[src/hw/rtl/kmp_wildcard_byte_search_macros.svh]
// assertion macros for the wildcard byte search block
`ifndef KMP_WILDCARD_BYTE_SEARCH_MACROS_SVH
`define KMP_WILDCARD_BYTE_SEARCH_MACROS_SVH

// same-cycle implication, disabled while reset is low
`define KMPW_ASSERT_IMP(name, clk, rst_n, ante, cons, msg) \
    name: assert property (@(posedge clk) disable iff (!rst_n) (ante) |-> (cons)) \
        else $error(msg);

// next-cycle implication, disabled while reset is low
`define KMPW_ASSERT_NXT(name, clk, rst_n, ante, cons, msg) \
    name: assert property (@(posedge clk) disable iff (!rst_n) (ante) |=> (cons)) \
        else $error(msg);

`endif

[src/hw/rtl/kmpw_pkg.sv]
// shared types and constants for the wildcard byte search block
package kmpw_pkg;

    localparam int OFF_W = 32;
    localparam logic [7:0] WC_BYTE_RESET = 8'd63;

    localparam logic REG_WC_EN   = 1'b0;
    localparam logic REG_WC_BYTE = 1'b1;

    typedef enum logic [1:0] {
        OP_CLEAR  = 2'd0,
        OP_APPEND = 2'd1,
        OP_TEXT   = 2'd2,
        OP_RSVD   = 2'd3
    } t_op;

    typedef enum logic [1:0] {
        ST_IDLE,
        ST_RD,
        ST_CMP,
        ST_FIN
    } t_state;

    typedef enum logic {
        MODE_BUILD,
        MODE_TEXT
    } t_mode;

    typedef struct packed {
        logic       wc_en;
        logic [7:0] wc_byte;
    } t_cfg;

    typedef struct packed {
        logic             found;
        logic [OFF_W-1:0] offset;
    } t_result;

endpackage

[src/hw/rtl/kmpw_cmp.sv]
// shared byte compare unit with wildcard handling
module kmpw_cmp (
    input  kmpw_pkg::t_mode i_mode,
    input  kmpw_pkg::t_cfg  i_cfg,
    input  logic [7:0]      i_byte,
    input  logic [7:0]      i_pat,
    output logic            o_agree
);

    logic wild_p;
    logic wild_c;

    assign wild_p  = i_cfg.wc_en && (i_pat == i_cfg.wc_byte);
    // incoming pattern byte may be the wildcard only while building the table
    assign wild_c  = i_cfg.wc_en && (i_byte == i_cfg.wc_byte)
                     && (i_mode == kmpw_pkg::MODE_BUILD);
    assign o_agree = (i_pat == i_byte) || wild_p || wild_c;

endmodule

[src/hw/rtl/kmpw_core.sv]
// sequencer, pattern and failure memories, text state and result register
`include "kmp_wildcard_byte_search_macros.svh"

module kmpw_core #(
    parameter int MAX_PATTERN = 64
) (
    input  logic              i_clk,
    input  logic              i_rst_n,
    input  kmpw_pkg::t_cfg    i_cfg,
    input  logic              i_valid,
    output logic              o_ready,
    input  kmpw_pkg::t_op     i_op,
    input  logic [7:0]        i_byte,
    input  logic              i_last,
    output logic              o_valid,
    input  logic              i_out_ready,
    output kmpw_pkg::t_result o_result
);

    localparam int AW = (MAX_PATTERN > 1) ? $clog2(MAX_PATTERN) : 1;
    localparam int LW = $clog2(MAX_PATTERN + 1);
    localparam logic [LW-1:0] LMAX = LW'(MAX_PATTERN);
    localparam logic [LW-1:0] LONE = LW'(1);

    logic [7:0]    pat_mem  [MAX_PATTERN];
    logic [AW-1:0] fail_mem [MAX_PATTERN];

    kmpw_pkg::t_state  r_state, n_state;
    kmpw_pkg::t_mode   r_mode, n_mode;
    logic [7:0]        r_byte, n_byte;
    logic              r_last, n_last;
    logic [LW-1:0]     r_j, n_j;
    logic [LW-1:0]     r_plen, n_plen;
    logic [LW-1:0]     r_bpl, n_bpl;
    logic [LW-1:0]     r_mc, n_mc;
    logic [kmpw_pkg::OFF_W-1:0] r_toff, n_toff;
    logic              r_done, n_done;
    kmpw_pkg::t_result r_pend, n_pend;
    kmpw_pkg::t_result r_out, n_out;
    logic              r_ovalid, n_ovalid;
    logic [7:0]        r_pat_q;
    logic [AW-1:0]     r_fail_q;

    logic          acc;
    logic          go_chain;
    logic          go_emit;
    logic          agree;
    logic          step;
    logic [LW-1:0] jn;
    logic [LW-1:0] jm1;
    logic          hit;
    logic          cmp_emit;
    logic          out_free;
    logic          pat_we;
    logic [AW-1:0] pat_waddr;
    logic          fail_we;
    logic [AW-1:0] fail_waddr;
    logic [AW-1:0] fail_wdata;

    kmpw_cmp u_cmp (
        .i_mode  (r_mode),
        .i_cfg   (i_cfg),
        .i_byte  (r_byte),
        .i_pat   (r_pat_q),
        .o_agree (agree)
    );

    // decode of the current step
    always_comb begin
        acc      = i_valid && (r_state == kmpw_pkg::ST_IDLE);
        go_chain = 1'b0;
        go_emit  = 1'b0;
        if (i_op == kmpw_pkg::OP_APPEND) begin
            go_chain = (r_plen != LMAX) && (r_plen != '0);
        end else if (i_op == kmpw_pkg::OP_TEXT) begin
            go_chain = !r_done && (r_plen != '0);
            go_emit  = !r_done && (r_plen == '0);
        end
        step     = !agree && (r_j != '0);
        jn       = agree ? (r_j + LONE) : r_j;
        jm1      = r_j - LONE;
        hit      = (jn >= r_plen);
        cmp_emit = (r_mode == kmpw_pkg::MODE_TEXT) && !step && (hit || r_last);
        out_free = !r_ovalid || i_out_ready;
    end

    // next state
    always_comb begin
        n_state = r_state;
        unique case (r_state)
            kmpw_pkg::ST_IDLE: begin
                if (acc && go_chain) begin
                    n_state = kmpw_pkg::ST_RD;
                end else if (acc && go_emit) begin
                    n_state = kmpw_pkg::ST_FIN;
                end
            end
            kmpw_pkg::ST_RD: begin
                n_state = kmpw_pkg::ST_CMP;
            end
            kmpw_pkg::ST_CMP: begin
                if (step) begin
                    n_state = kmpw_pkg::ST_RD;
                end else if (cmp_emit) begin
                    n_state = kmpw_pkg::ST_FIN;
                end else begin
                    n_state = kmpw_pkg::ST_IDLE;
                end
            end
            kmpw_pkg::ST_FIN: begin
                if (out_free) begin
                    n_state = kmpw_pkg::ST_IDLE;
                end
            end
            default: n_state = kmpw_pkg::ST_IDLE;
        endcase
    end

    // outputs and datapath
    always_comb begin
        o_ready    = (r_state == kmpw_pkg::ST_IDLE);
        n_mode     = r_mode;
        n_byte     = r_byte;
        n_last     = r_last;
        n_j        = r_j;
        n_plen     = r_plen;
        n_bpl      = r_bpl;
        n_mc       = r_mc;
        n_toff     = r_toff;
        n_done     = r_done;
        n_pend     = r_pend;
        n_out      = r_out;
        n_ovalid   = r_ovalid && !i_out_ready;
        pat_we     = 1'b0;
        pat_waddr  = r_plen[AW-1:0];
        fail_we    = 1'b0;
        fail_waddr = r_plen[AW-1:0];
        fail_wdata = jn[AW-1:0];
        unique case (r_state)
            kmpw_pkg::ST_IDLE: begin
                if (acc) begin
                    n_byte = i_byte;
                    n_last = i_last;
                    unique case (i_op)
                        kmpw_pkg::OP_CLEAR: begin
                            n_plen = '0;
                            n_bpl  = '0;
                            n_mc   = '0;
                            n_toff = '0;
                            n_done = 1'b0;
                        end
                        kmpw_pkg::OP_APPEND: begin
                            n_mc   = '0;
                            n_toff = '0;
                            n_done = 1'b0;
                            if (r_plen != LMAX) begin
                                pat_we = 1'b1;
                                if (r_plen == '0) begin
                                    fail_we    = 1'b1;
                                    fail_waddr = '0;
                                    fail_wdata = '0;
                                    n_plen     = LONE;
                                    n_bpl      = '0;
                                end else begin
                                    n_j    = r_bpl;
                                    n_mode = kmpw_pkg::MODE_BUILD;
                                end
                            end
                        end
                        kmpw_pkg::OP_TEXT: begin
                            if (r_done) begin
                                if (i_last) begin
                                    n_mc   = '0;
                                    n_toff = '0;
                                    n_done = 1'b0;
                                end
                            end else if (r_plen == '0) begin
                                n_pend.found  = 1'b1;
                                n_pend.offset = '0;
                                n_done        = !i_last;
                                if (i_last) begin
                                    n_mc   = '0;
                                    n_toff = '0;
                                end
                            end else begin
                                n_j    = r_mc;
                                n_mode = kmpw_pkg::MODE_TEXT;
                            end
                        end
                        kmpw_pkg::OP_RSVD: begin
                        end
                        default: begin
                        end
                    endcase
                end
            end
            kmpw_pkg::ST_RD: begin
            end
            kmpw_pkg::ST_CMP: begin
                if (step) begin
                    n_j = LW'(r_fail_q);
                end else if (r_mode == kmpw_pkg::MODE_BUILD) begin
                    fail_we = 1'b1;
                    n_bpl   = jn;
                    n_plen  = r_plen + LONE;
                end else if (hit) begin
                    n_pend.found  = 1'b1;
                    n_pend.offset = r_toff - (kmpw_pkg::OFF_W'(r_plen) - 32'd1);
                    n_done        = !r_last;
                    n_mc          = '0;
                    if (r_last) begin
                        n_toff = '0;
                    end
                end else if (r_last) begin
                    n_pend.found  = 1'b0;
                    n_pend.offset = '0;
                    n_mc          = '0;
                    n_toff        = '0;
                    n_done        = 1'b0;
                end else begin
                    n_mc   = jn;
                    n_toff = r_toff + 32'd1;
                end
            end
            kmpw_pkg::ST_FIN: begin
                if (out_free) begin
                    n_out    = r_pend;
                    n_ovalid = 1'b1;
                end
            end
            default: begin
            end
        endcase
        o_valid  = r_ovalid;
        o_result = r_out;
    end

    always_ff @(posedge i_clk) begin
        if (!i_rst_n) begin
            r_state  <= kmpw_pkg::ST_IDLE;
            r_plen   <= '0;
            r_bpl    <= '0;
            r_mc     <= '0;
            r_toff   <= '0;
            r_done   <= 1'b0;
            r_ovalid <= 1'b0;
        end else begin
            r_state  <= n_state;
            r_plen   <= n_plen;
            r_bpl    <= n_bpl;
            r_mc     <= n_mc;
            r_toff   <= n_toff;
            r_done   <= n_done;
            r_ovalid <= n_ovalid;
        end
    end

    always_ff @(posedge i_clk) begin
        r_mode <= n_mode;
        r_byte <= n_byte;
        r_last <= n_last;
        r_j    <= n_j;
        r_pend <= n_pend;
        r_out  <= n_out;
    end

    // pattern and failure memories, registered reads
    always_ff @(posedge i_clk) begin
        if (pat_we) begin
            pat_mem[pat_waddr] <= i_byte;
        end
        if (fail_we) begin
            fail_mem[fail_waddr] <= fail_wdata;
        end
        r_pat_q  <= pat_mem[r_j[AW-1:0]];
        r_fail_q <= fail_mem[jm1[AW-1:0]];
    end

    `KMPW_ASSERT_IMP(a_j_in_pattern, i_clk, i_rst_n, r_state == kmpw_pkg::ST_CMP, r_j < r_plen, "compare index beyond pattern")
    `KMPW_ASSERT_IMP(a_plen_bound, i_clk, i_rst_n, r_plen != '0, (r_plen <= LMAX) && (r_bpl < r_plen), "pattern length or prefix out of range")
    `KMPW_ASSERT_NXT(a_fin_posts, i_clk, i_rst_n, r_state == kmpw_pkg::ST_FIN, r_ovalid, "result not posted after finish")

endmodule

[src/hw/rtl/kmp_wildcard_byte_search.sv]
// top level: stream ports, config registers and search core
// sequence: an append or text byte is taken in the idle state and holds the input for
// s >= 1 compare steps along the failure chain; each step is a memory read (ST_RD) plus one compare (ST_CMP)
// a word that yields a result also passes the finish state, which loads the output register and waits while it is full
// clear, reserved, ignored and first-byte-of-pattern words are handled in the idle state alone
// reset is synchronous: pattern length, text state and result valid clear, wildcard on with '?'
// pattern and failure memories are not cleared and need no clearing pass
module kmp_wildcard_byte_search #(
    parameter int MAX_PATTERN = 64
) (
    input  logic        i_clk,
    input  logic        i_rst_n,
    input  logic        i_s_tvalid,
    output logic        o_s_tready,
    input  logic [7:0]  i_s_tdata,   // data_byte
    input  logic [1:0]  i_s_tuser,   // op
    input  logic        i_s_tlast,
    output logic        o_m_tvalid,
    input  logic        i_m_tready,
    output logic [31:0] o_m_tdata,   // match_offset
    output logic [0:0]  o_m_tuser,   // found
    input  logic        psel,
    input  logic        penable,
    input  logic        pwrite,
    input  logic [2:0]  paddr,
    input  logic [31:0] pwdata,
    output logic [31:0] prdata,
    output logic        pready
);

    logic              r_wc_en;
    logic [7:0]        r_wc_byte;
    logic              cfg_wr;
    logic              reg_sel;
    kmpw_pkg::t_cfg    cfg;
    kmpw_pkg::t_result result;

    assign pready  = 1'b1;
    assign cfg_wr  = psel && penable && pwrite && pready;
    assign reg_sel = paddr[2];

    always_ff @(posedge i_clk) begin
        if (!i_rst_n) begin
            r_wc_en   <= 1'b1;
            r_wc_byte <= kmpw_pkg::WC_BYTE_RESET;
        end else if (cfg_wr) begin
            if (reg_sel == kmpw_pkg::REG_WC_EN) begin
                r_wc_en <= pwdata[0];
            end else begin
                r_wc_byte <= pwdata[7:0];
            end
        end
    end

    always_comb begin
        prdata = '0;
        if (paddr[1:0] == 2'd0) begin
            if (reg_sel == kmpw_pkg::REG_WC_EN) begin
                prdata[0] = r_wc_en;
            end else begin
                prdata[7:0] = r_wc_byte;
            end
        end
    end

    assign cfg.wc_en   = r_wc_en;
    assign cfg.wc_byte = r_wc_byte;

    kmpw_core #(
        .MAX_PATTERN (MAX_PATTERN)
    ) u_core (
        .i_clk       (i_clk),
        .i_rst_n     (i_rst_n),
        .i_cfg       (cfg),
        .i_valid     (i_s_tvalid),
        .o_ready     (o_s_tready),
        .i_op        (kmpw_pkg::t_op'(i_s_tuser)),
        .i_byte      (i_s_tdata),
        .i_last      (i_s_tlast),
        .o_valid     (o_m_tvalid),
        .i_out_ready (i_m_tready),
        .o_result    (result)
    );

    assign o_m_tdata    = result.offset;
    assign o_m_tuser[0] = result.found;

endmodule
[config.mk]
export PLATFORM = sky130hd
export DESIGN_NAME = kmp_wildcard_byte_search
export DESIGN_NICKNAME = d
export VERILOG_FILES = /design/src/hw/rtl/kmpw_pkg.sv /design/src/hw/rtl/kmpw_cmp.sv /design/src/hw/rtl/kmpw_core.sv /design/src/hw/rtl/kmp_wildcard_byte_search.sv
export VERILOG_INCLUDE_DIRS = /design/src /design/src/hw/rtl
export SDC_FILE = /design/constraint.sdc
export NUM_CORES = 1
export LEC_CHECK = 0
export BUFFER_PORTS_ARGS = -buffer_cell sky130_fd_sc_hd__buf_2
export CAP_MARGIN = 10
export CELL_PAD_IN_SITES_DETAIL_PLACEMENT = 2
export CELL_PAD_IN_SITES_GLOBAL_PLACEMENT = 2
export CORE_MARGIN = 4
export CORE_UTILIZATION = 48
export DETAILED_ROUTE_END_ITERATION = 16
export PLACE_DENSITY_LB_ADDON = 0.1
export SETUP_SLACK_MARGIN = 0.15
export SLEW_MARGIN = 20
export SYNTH_ARGS = -nofsm -noshare
export SYNTH_HDL_FRONTEND = slang
export SYNTH_SLANG_ARGS = --single-unit
[constraint.sdc]
create_clock -name i_clk -period 8.15 [get_ports i_clk]
set_input_delay 1.2225 -clock i_clk [delete_from_list [all_inputs] [get_ports i_clk]]
set_output_delay 1.2225 -clock i_clk [all_outputs]
set_load 0.01 [all_outputs]
# Word level (Yosys, flattened, before mapping)
# Memories as Yosys holds them, arrays and structs flattened. A register that Yosys moved wholly into a read port is not among the register bits.
# Index checks and enable logic that the tools add are counted.
# totals
reg_bits	149
mem_bits_rw	896
input_bits	53
n_memories	2
# classes
n_addsub	6
n_lt_le_gt_ge	1
n_eq_ne	34
muxes	108
bitwise_logic	2
n_reduce_logical	47
# memory_table
memory	depth	word_bits	rd	rd_clocked_by_memory_dff	wr	line_no	rtl
u_core.pat_mem	64	8	1	1	1	kmpw_core.sv:25	logic [7:0] pat_mem [MAX_PATTERN];
u_core.fail_mem	64	6	1	1	1	kmpw_core.sv:26	logic [AW-1:0] fail_mem [MAX_PATTERN];
# ops
op	n
32-bit 2-to-1 mux	9
33-bit 2-to-1 mux	8
7-bit 2-to-1 mux	26
32-bit case mux with 2 select lines	2
7-bit case mux with 2 select lines	8
33-bit case mux with 2 select lines	1
6-bit 2-to-1 mux	10
1-bit 2-to-1 mux	33
32-bit by 1-bit adder with 32-bit output, second input constant	1
32-bit subtractor	1
8-bit equality test	3
7-bit AND reduction	3
8-bit AND reduction	2
1-bit logical AND	15
3-bit != test, second input constant	5
7-bit by 1-bit adder with 7-bit output, second input constant	2
2-bit != test, second input constant	7
7-bit nonzero test	2
2-bit by 1-bit != test with 1-bit output, second input constant	6
3-bit by 1-bit != test with 1-bit output, second input constant	4
6-bit AND reduction	2
2-bit 2-to-1 mux	5
2-bit AND reduction	5
8-bit 2-to-1 mux	1
17 further kinds	37

# Longest topological paths before layout
# depth
depth_word	12
ltp_mapped	20

# Hierarchy
# Synthesis repeated with hierarchy kept, for this count alone.
# hier_totals
hier_cells	2361
area_unflattened_um2	43476.7
# by_module_without_submodules
mod	instances	cells_per_inst	area_each_um2	seq_area_each_um2
kmpw_core	1	2246	42514.5	30819.6
kmp_wildcard_byte_search	1	76	666.9	180.2
kmpw_cmp	1	39	295.3	0.0

# Worst setup path before layout
# No wires, ideal clock.
# synth_path
path_type	flip-flop to flip-flop
from	register u_core.r_j[1]
to	register u_core.r_pend[0] in the netlist's numbering, enable pin
setup_time_ns	0.474
arrival_ns	6.057
setup_slack_ns	1.620
stages_incl_launch_ff	18
path_buffers	6
cell_sequence	edfxtp_1 clkbuf_1 clkbuf_1 clkbuf_1 inv_1 ha_1 clkbuf_1 clkbuf_1 clkbuf_1 nand2_1 o21ai_0 ha_1 a21o_1 a21o_1 a2111o_1 a21oi_1 a21oi_1 a21boi_0
# synth_between
elab_chain_len	5
# synth_rtl
element	line_no	rtl
from (decl)	kmpw_core.sv:32	logic [LW-1:0] r_j, n_j;
from (signal assigned)	kmpw_core.sv:262	r_j <= n_j;
7-bit by 1-bit adder with 7-bit output	kmpw_core.sv:80	jn = agree ? (r_j + LONE) : r_j;
7-bit 2-to-1 mux	kmpw_core.sv:80	
7-bit >= comparator	kmpw_core.sv:82	hit = (jn >= r_plen);
3-bit by 1-bit != test with 1-bit output (no line)	n/a	
8-bit AND reduction (no line) (*)	n/a	
to (signal assigned)	kmpw_core.sv:263	r_pend <= n_pend;
to (decl)	kmpw_core.sv:38	kmpw_pkg::t_result r_pend, n_pend;
# Mark *: on every way between the ends. The rest lies on a longest branch, timed or not.
# A chain may end at the register's enable or synchronous reset.

# Worst setup path in the final report
# layout_path
from	register u_core.r_j[0]
to	register u_core.r_pend[29] in the netlist's numbering, enable pin
# Same word-level chain as after synthesis.

==> impl_metrics.prom <==
# TYPE chip_impl_metric gauge
chip_impl_info{name="run_status",value="finished, final reports clean"} 1
chip_impl_metric{name="cts_clk_pin_slew_worst_paths",unit="ns"} 0.06
chip_impl_metric{name="reg2regPathDepth",unit=""} 13
chip_impl_metric{name="totalPowerFinal",unit="mW"} 13.9
chip_impl_metric{name="routedWlPerCell",unit="um"} 34.5
chip_impl_metric{name="dieWidth",unit="um"} 310
chip_impl_metric{name="multi_input_comb_area",unit="um2"} 12000
chip_impl_metric{name="synth_warnings",unit=""} 0
chip_impl_info{name="hp-start",value="u_core.r_pend[21]"} 1
chip_impl_metric{name="final_max_slew_viol_count",unit=""} 0
chip_impl_metric{name="synth_compound_gate_area_share",unit="%"} 3.35
chip_impl_metric{name="hold_depth",unit=""} 0
chip_impl_metric{name="worst_vdd_rail_ir_drop",unit="uV"} 215
chip_impl_metric{name="die_height",unit="um"} 310
chip_impl_metric{name="avgSynthCellArea",unit="um2"} 18.3
chip_impl_metric{name="required",unit="ns"} 8.58
chip_impl_info{name="critPathCaptureType",value="flop"} 1
chip_impl_metric{name="worst-endpoint-arrival",unit="ns"} 5.97
chip_impl_metric{name="netlist-cell-type-count",unit=""} 74
chip_impl_metric{name="dpl_cell_area",unit="um2"} 45300
chip_impl_metric{name="track_usage",unit="%"} 27.5
chip_impl_metric{name="io_buffers",unit=""} 71
chip_impl_info{name="synth_ff_type",value="sky130_fd_sc_hd__edfxtp_1"} 1
chip_impl_metric{name="clock_sink_count",unit=""} 1059
chip_impl_metric{name="post-route-cell-area",unit="um2"} 48900
chip_impl_metric{name="critPathMaxFanout",unit=""} 40
chip_impl_metric{name="tightest_slew",unit="ns"} 1.14
chip_impl_info{name="critical_path.startpoint",value="u_core.r_j[0]"} 1
chip_impl_metric{name="power-per-cell-area",unit="nW/um2"} 284
chip_impl_metric{name="place_ws",unit="ns"} 2.62
chip_impl_metric{name="route.detailed.drc",unit=""} 0
chip_impl_info{name="synth_top_family_by_area",value="multiplexers"} 1
chip_impl_metric{name="synth.yosys.seq_area_share",unit="%"} 71.0
chip_impl_metric{name="skew",unit="ns"} 0.0274
chip_impl_metric{name="post_cts.resized_instances",unit=""} 0
chip_impl_metric{name="cts_setup_buffers",unit=""} 0
chip_impl_info{name="timing.setup.critical_path_class",value="reg2reg"} 1
chip_impl_metric{name="coreArea",unit="um2"} 90100
chip_impl_metric{name="via_count_of_the_first_global_routing_pass",unit=""} 26000
chip_impl_info{name="tritoncts",value="built"} 1
chip_impl_metric{name="achievable-frequency",unit="GHz"} 0.180
chip_impl_metric{name="synth-simple-area-share",unit="%"} 5.65
chip_impl_metric{name="clockBufferDepth",unit=""} 3
chip_impl_metric{name="area.sequential",unit="um2"} 31000
chip_impl_metric{name="globalplace.congestion",unit=""} 0.767
chip_impl_metric{name="synth_async_sr_flop_share",unit="%"} 0
chip_impl_metric{name="synth_cells",unit=""} 2384
chip_impl_metric{name="htree_num_levels",unit=""} 3
chip_impl_metric{name="postLayoutSetupSlackWorst",unit="ns"} 2.61
chip_impl_info{name="worst_hold_path_type",value="reg2reg"} 1
chip_impl_metric{name="routed_wl",unit="mm"} 130
chip_impl_metric{name="via_count",unit=""} 23900
chip_impl_metric{name="first_iter_violations",unit=""} 2530
chip_impl_metric{name="synth_mux_area_share",unit="%"} 15.5
chip_impl_metric{name="count_of_endpoints_failing_setup_in_the_final_report",unit=""} 0
chip_impl_metric{name="clk-insertion-delay-late",unit="ns"} 0.70
chip_impl_metric{name="report.final.hold_viol_count",unit=""} 0
chip_impl_metric{name="p_leak",unit="nW"} 15.6
chip_impl_metric{name="layout_worst_path_cycle_share",unit="%"} 68.0
chip_impl_metric{name="fillCellCount",unit=""} 7688
chip_impl_metric{name="drive_above_1_share",unit="%"} 23.4
chip_impl_metric{name="xor_xnor_portion_of_the_synthesized_cell_area",unit="%"} 1.24
chip_impl_metric{name="setup-tns-final",unit="ns"} 0
chip_impl_info{name="cts_root_buffer",value="sky130_fd_sc_hd__clkbuf_16"} 1
chip_impl_info{name="setup_repair_after_global_routing_missed_its_margin",value="false"} 1
chip_impl_info{name="timing.rr.start",value="u_core.r_j[0]"} 1
chip_impl_metric{name="ioPinCount",unit=""} 121
chip_impl_metric{name="gr-total-overflow",unit=""} 0
chip_impl_metric{name="cap_viol_max_count",unit=""} 0
chip_impl_metric{name="number_of_nets_in_the_final_layout",unit=""} 2595
chip_impl_metric{name="synth-adder-area-share",unit="%"} 1.34
chip_impl_metric{name="dp.final_hpwl",unit="mm"} 80.2
chip_impl_metric{name="mappedNetlistArea",unit="um2"} 43600
chip_impl_metric{name="drt_pass1_iterations",unit=""} 5
chip_impl_metric{name="antenna_violations_before_repair",unit=""} 5
chip_impl_metric{name="final_antenna_net_count",unit=""} 0
chip_impl_info{name="layout_commonest_cell",value="sky130_fd_sc_hd__edfxtp_1"} 1
chip_impl_info{name="most_frequent_cells_in_the_layout",value="sky130_fd_sc_hd__edfxtp_1, sky130_fd_sc_hd__mux4_2, sky130_fd_sc_hd__nor2_1, sky130_fd_sc_hd__clkbuf_16, sky130_fd_sc_hd__nand2_1"} 1
chip_impl_metric{name="grt_start_max_net_pins",unit=""} 104
chip_impl_metric{name="finalCriticalPeriod",unit="ns"} 5.54
chip_impl_metric{name="drt-vias-per-instance",unit=""} 6.34
chip_impl_metric{name="timing.slew.headroom",unit="%"} 24.1
chip_impl_metric{name="cts_hold_repair.buffers",unit=""} 0
chip_impl_metric{name="cts_inserted_buffers",unit=""} 111
chip_impl_metric{name="rows",unit=""} 110
chip_impl_metric{name="synth_enable_flop_cells",unit=""} 979
chip_impl_metric{name="grt_first_pass_wirelength",unit="mm"} 190
chip_impl_metric{name="die_area",unit="um2"} 95800
chip_impl_metric{name="initial_utilization",unit="%"} 48.4
chip_impl_metric{name="yosys_register_bits",unit=""} 1059
chip_impl_metric{name="syn2layout_area_growth",unit="%"} 12.1
chip_impl_info{name="critPathLaunchType",value="flop"} 1
## per-stage QoR
| stage | util, % | hold WS [ns] | instances |
|---|---|---|---|
| final | 54.3 | 0.420 | 3772 |
| after global routing | 54.3 | 0.429 | 3769 |
| after CTS | 54.2 | 0.421 | 3767 |
| after detailed placement | 50.2 | 0.408 | 3557 |
| after global placement | 50.2 | 0.403 | 3557 |
| after floorplan | - | 0.400 | 2407 |
## cell type report
class                      instances  area share (%)
antenna                            3          0.0153
clock buffer                     149            6.26
clock inverter                    61            1.04
inverter                          38           0.292
multi-input combinational       1173            24.6
sequential                      1059            63.4
tap                             1176            3.01
timing repair buffer             113            1.46
## routing by layer
layer | vias to the layer above | GRT usage [%] | wire, um
met3 | 211 | 5.73 | 8690
met1 | 12900 | 36.9 | 52900
li1 | 9854 | - | -
met4 | 0 | 7.80 | 3760
met2 | 1011 | 46.0 | 64700
met5 | - | 0 | 0
## cell usage after synthesis (35+ instances only)
master | count | area (um2)
sky130_fd_sc_hd__xnor2_1 | 36 | 315
sky130_fd_sc_hd__a21oi_1 | 78 | 390
sky130_fd_sc_hd__dfxtp_1 | 80 | 1600
sky130_fd_sc_hd__buf_2 | 35 | 175
sky130_fd_sc_hd__mux4_2 | 294 | 6620
sky130_fd_sc_hd__o21ai_0 | 41 | 205
sky130_fd_sc_hd__nand3_1 | 48 | 240
sky130_fd_sc_hd__nand2_1 | 92 | 345
sky130_fd_sc_hd__edfxtp_1 | 979 | 29400
sky130_fd_sc_hd__clkbuf_1 | 70 | 263
sky130_fd_sc_hd__ha_1 | 45 | 563
sky130_fd_sc_hd__nor2_1 | 193 | 724
## cells by family after synthesis
kind of cell	Yosys count
AOI/OAI and AO/OA	227
xor gates and xnor gates	62
adders and majority gates	46
buffers and inverters	175
DFF	1059
muxes	310
other	2
and+or+nand+nor	503
## critical path: stages (launching register included)
cell,delay (ns)
sky130_fd_sc_hd__edfxtp_1,0.34
sky130_fd_sc_hd__buf_4,0.64
sky130_fd_sc_hd__inv_1,0.32
sky130_fd_sc_hd__ha_4,0.67
sky130_fd_sc_hd__nand2_1,0.12
sky130_fd_sc_hd__o21ai_0,0.28
sky130_fd_sc_hd__ha_1,0.36
sky130_fd_sc_hd__a21o_1,0.17
sky130_fd_sc_hd__a21o_1,0.21
sky130_fd_sc_hd__a2111o_1,0.50
sky130_fd_sc_hd__a21oi_1,0.86
sky130_fd_sc_hd__a21oi_1,0.20
sky130_fd_sc_hd__a21boi_4,0.29
sky130_fd_sc_hd__buf_16,0.25
## flip-flops by register name, indices dropped and copies added, names as in the netlist
register and cells:
r_wc_byte 8, r_wc_en 1, u_core.fail_mem 384, u_core.o_result 33, u_core.o_valid 1, u_core.pat_mem 512, u_core.r_bpl 7, u_core.r_byte 8
u_core.r_done 1, u_core.r_fail_q 6, u_core.r_j 7, u_core.r_last 1, u_core.r_mc 7, u_core.r_mode 1, u_core.r_pat_q 8, u_core.r_pend 33
u_core.r_plen 7, u_core.r_state 2, u_core.r_toff 32
## worst paths after layout
| path | end | slack, ns |
|---|---|---|
| max | u_core.r_pend[29] | 2.61 |
| min | u_core.o_result[21] | 0.42 |
| max reg2reg | u_core.r_pend[29] | 2.61 |
| min reg2reg | u_core.o_result[21] | 0.42 |
## where the power goes
group	total [mW]	internal, mW	switching [mW]
combinational	2.54	1.03	1.51
sequential	6.29	6.20	0.0893
clock	5.06	2.83	2.22
Power figures use the tool's default switching activity.
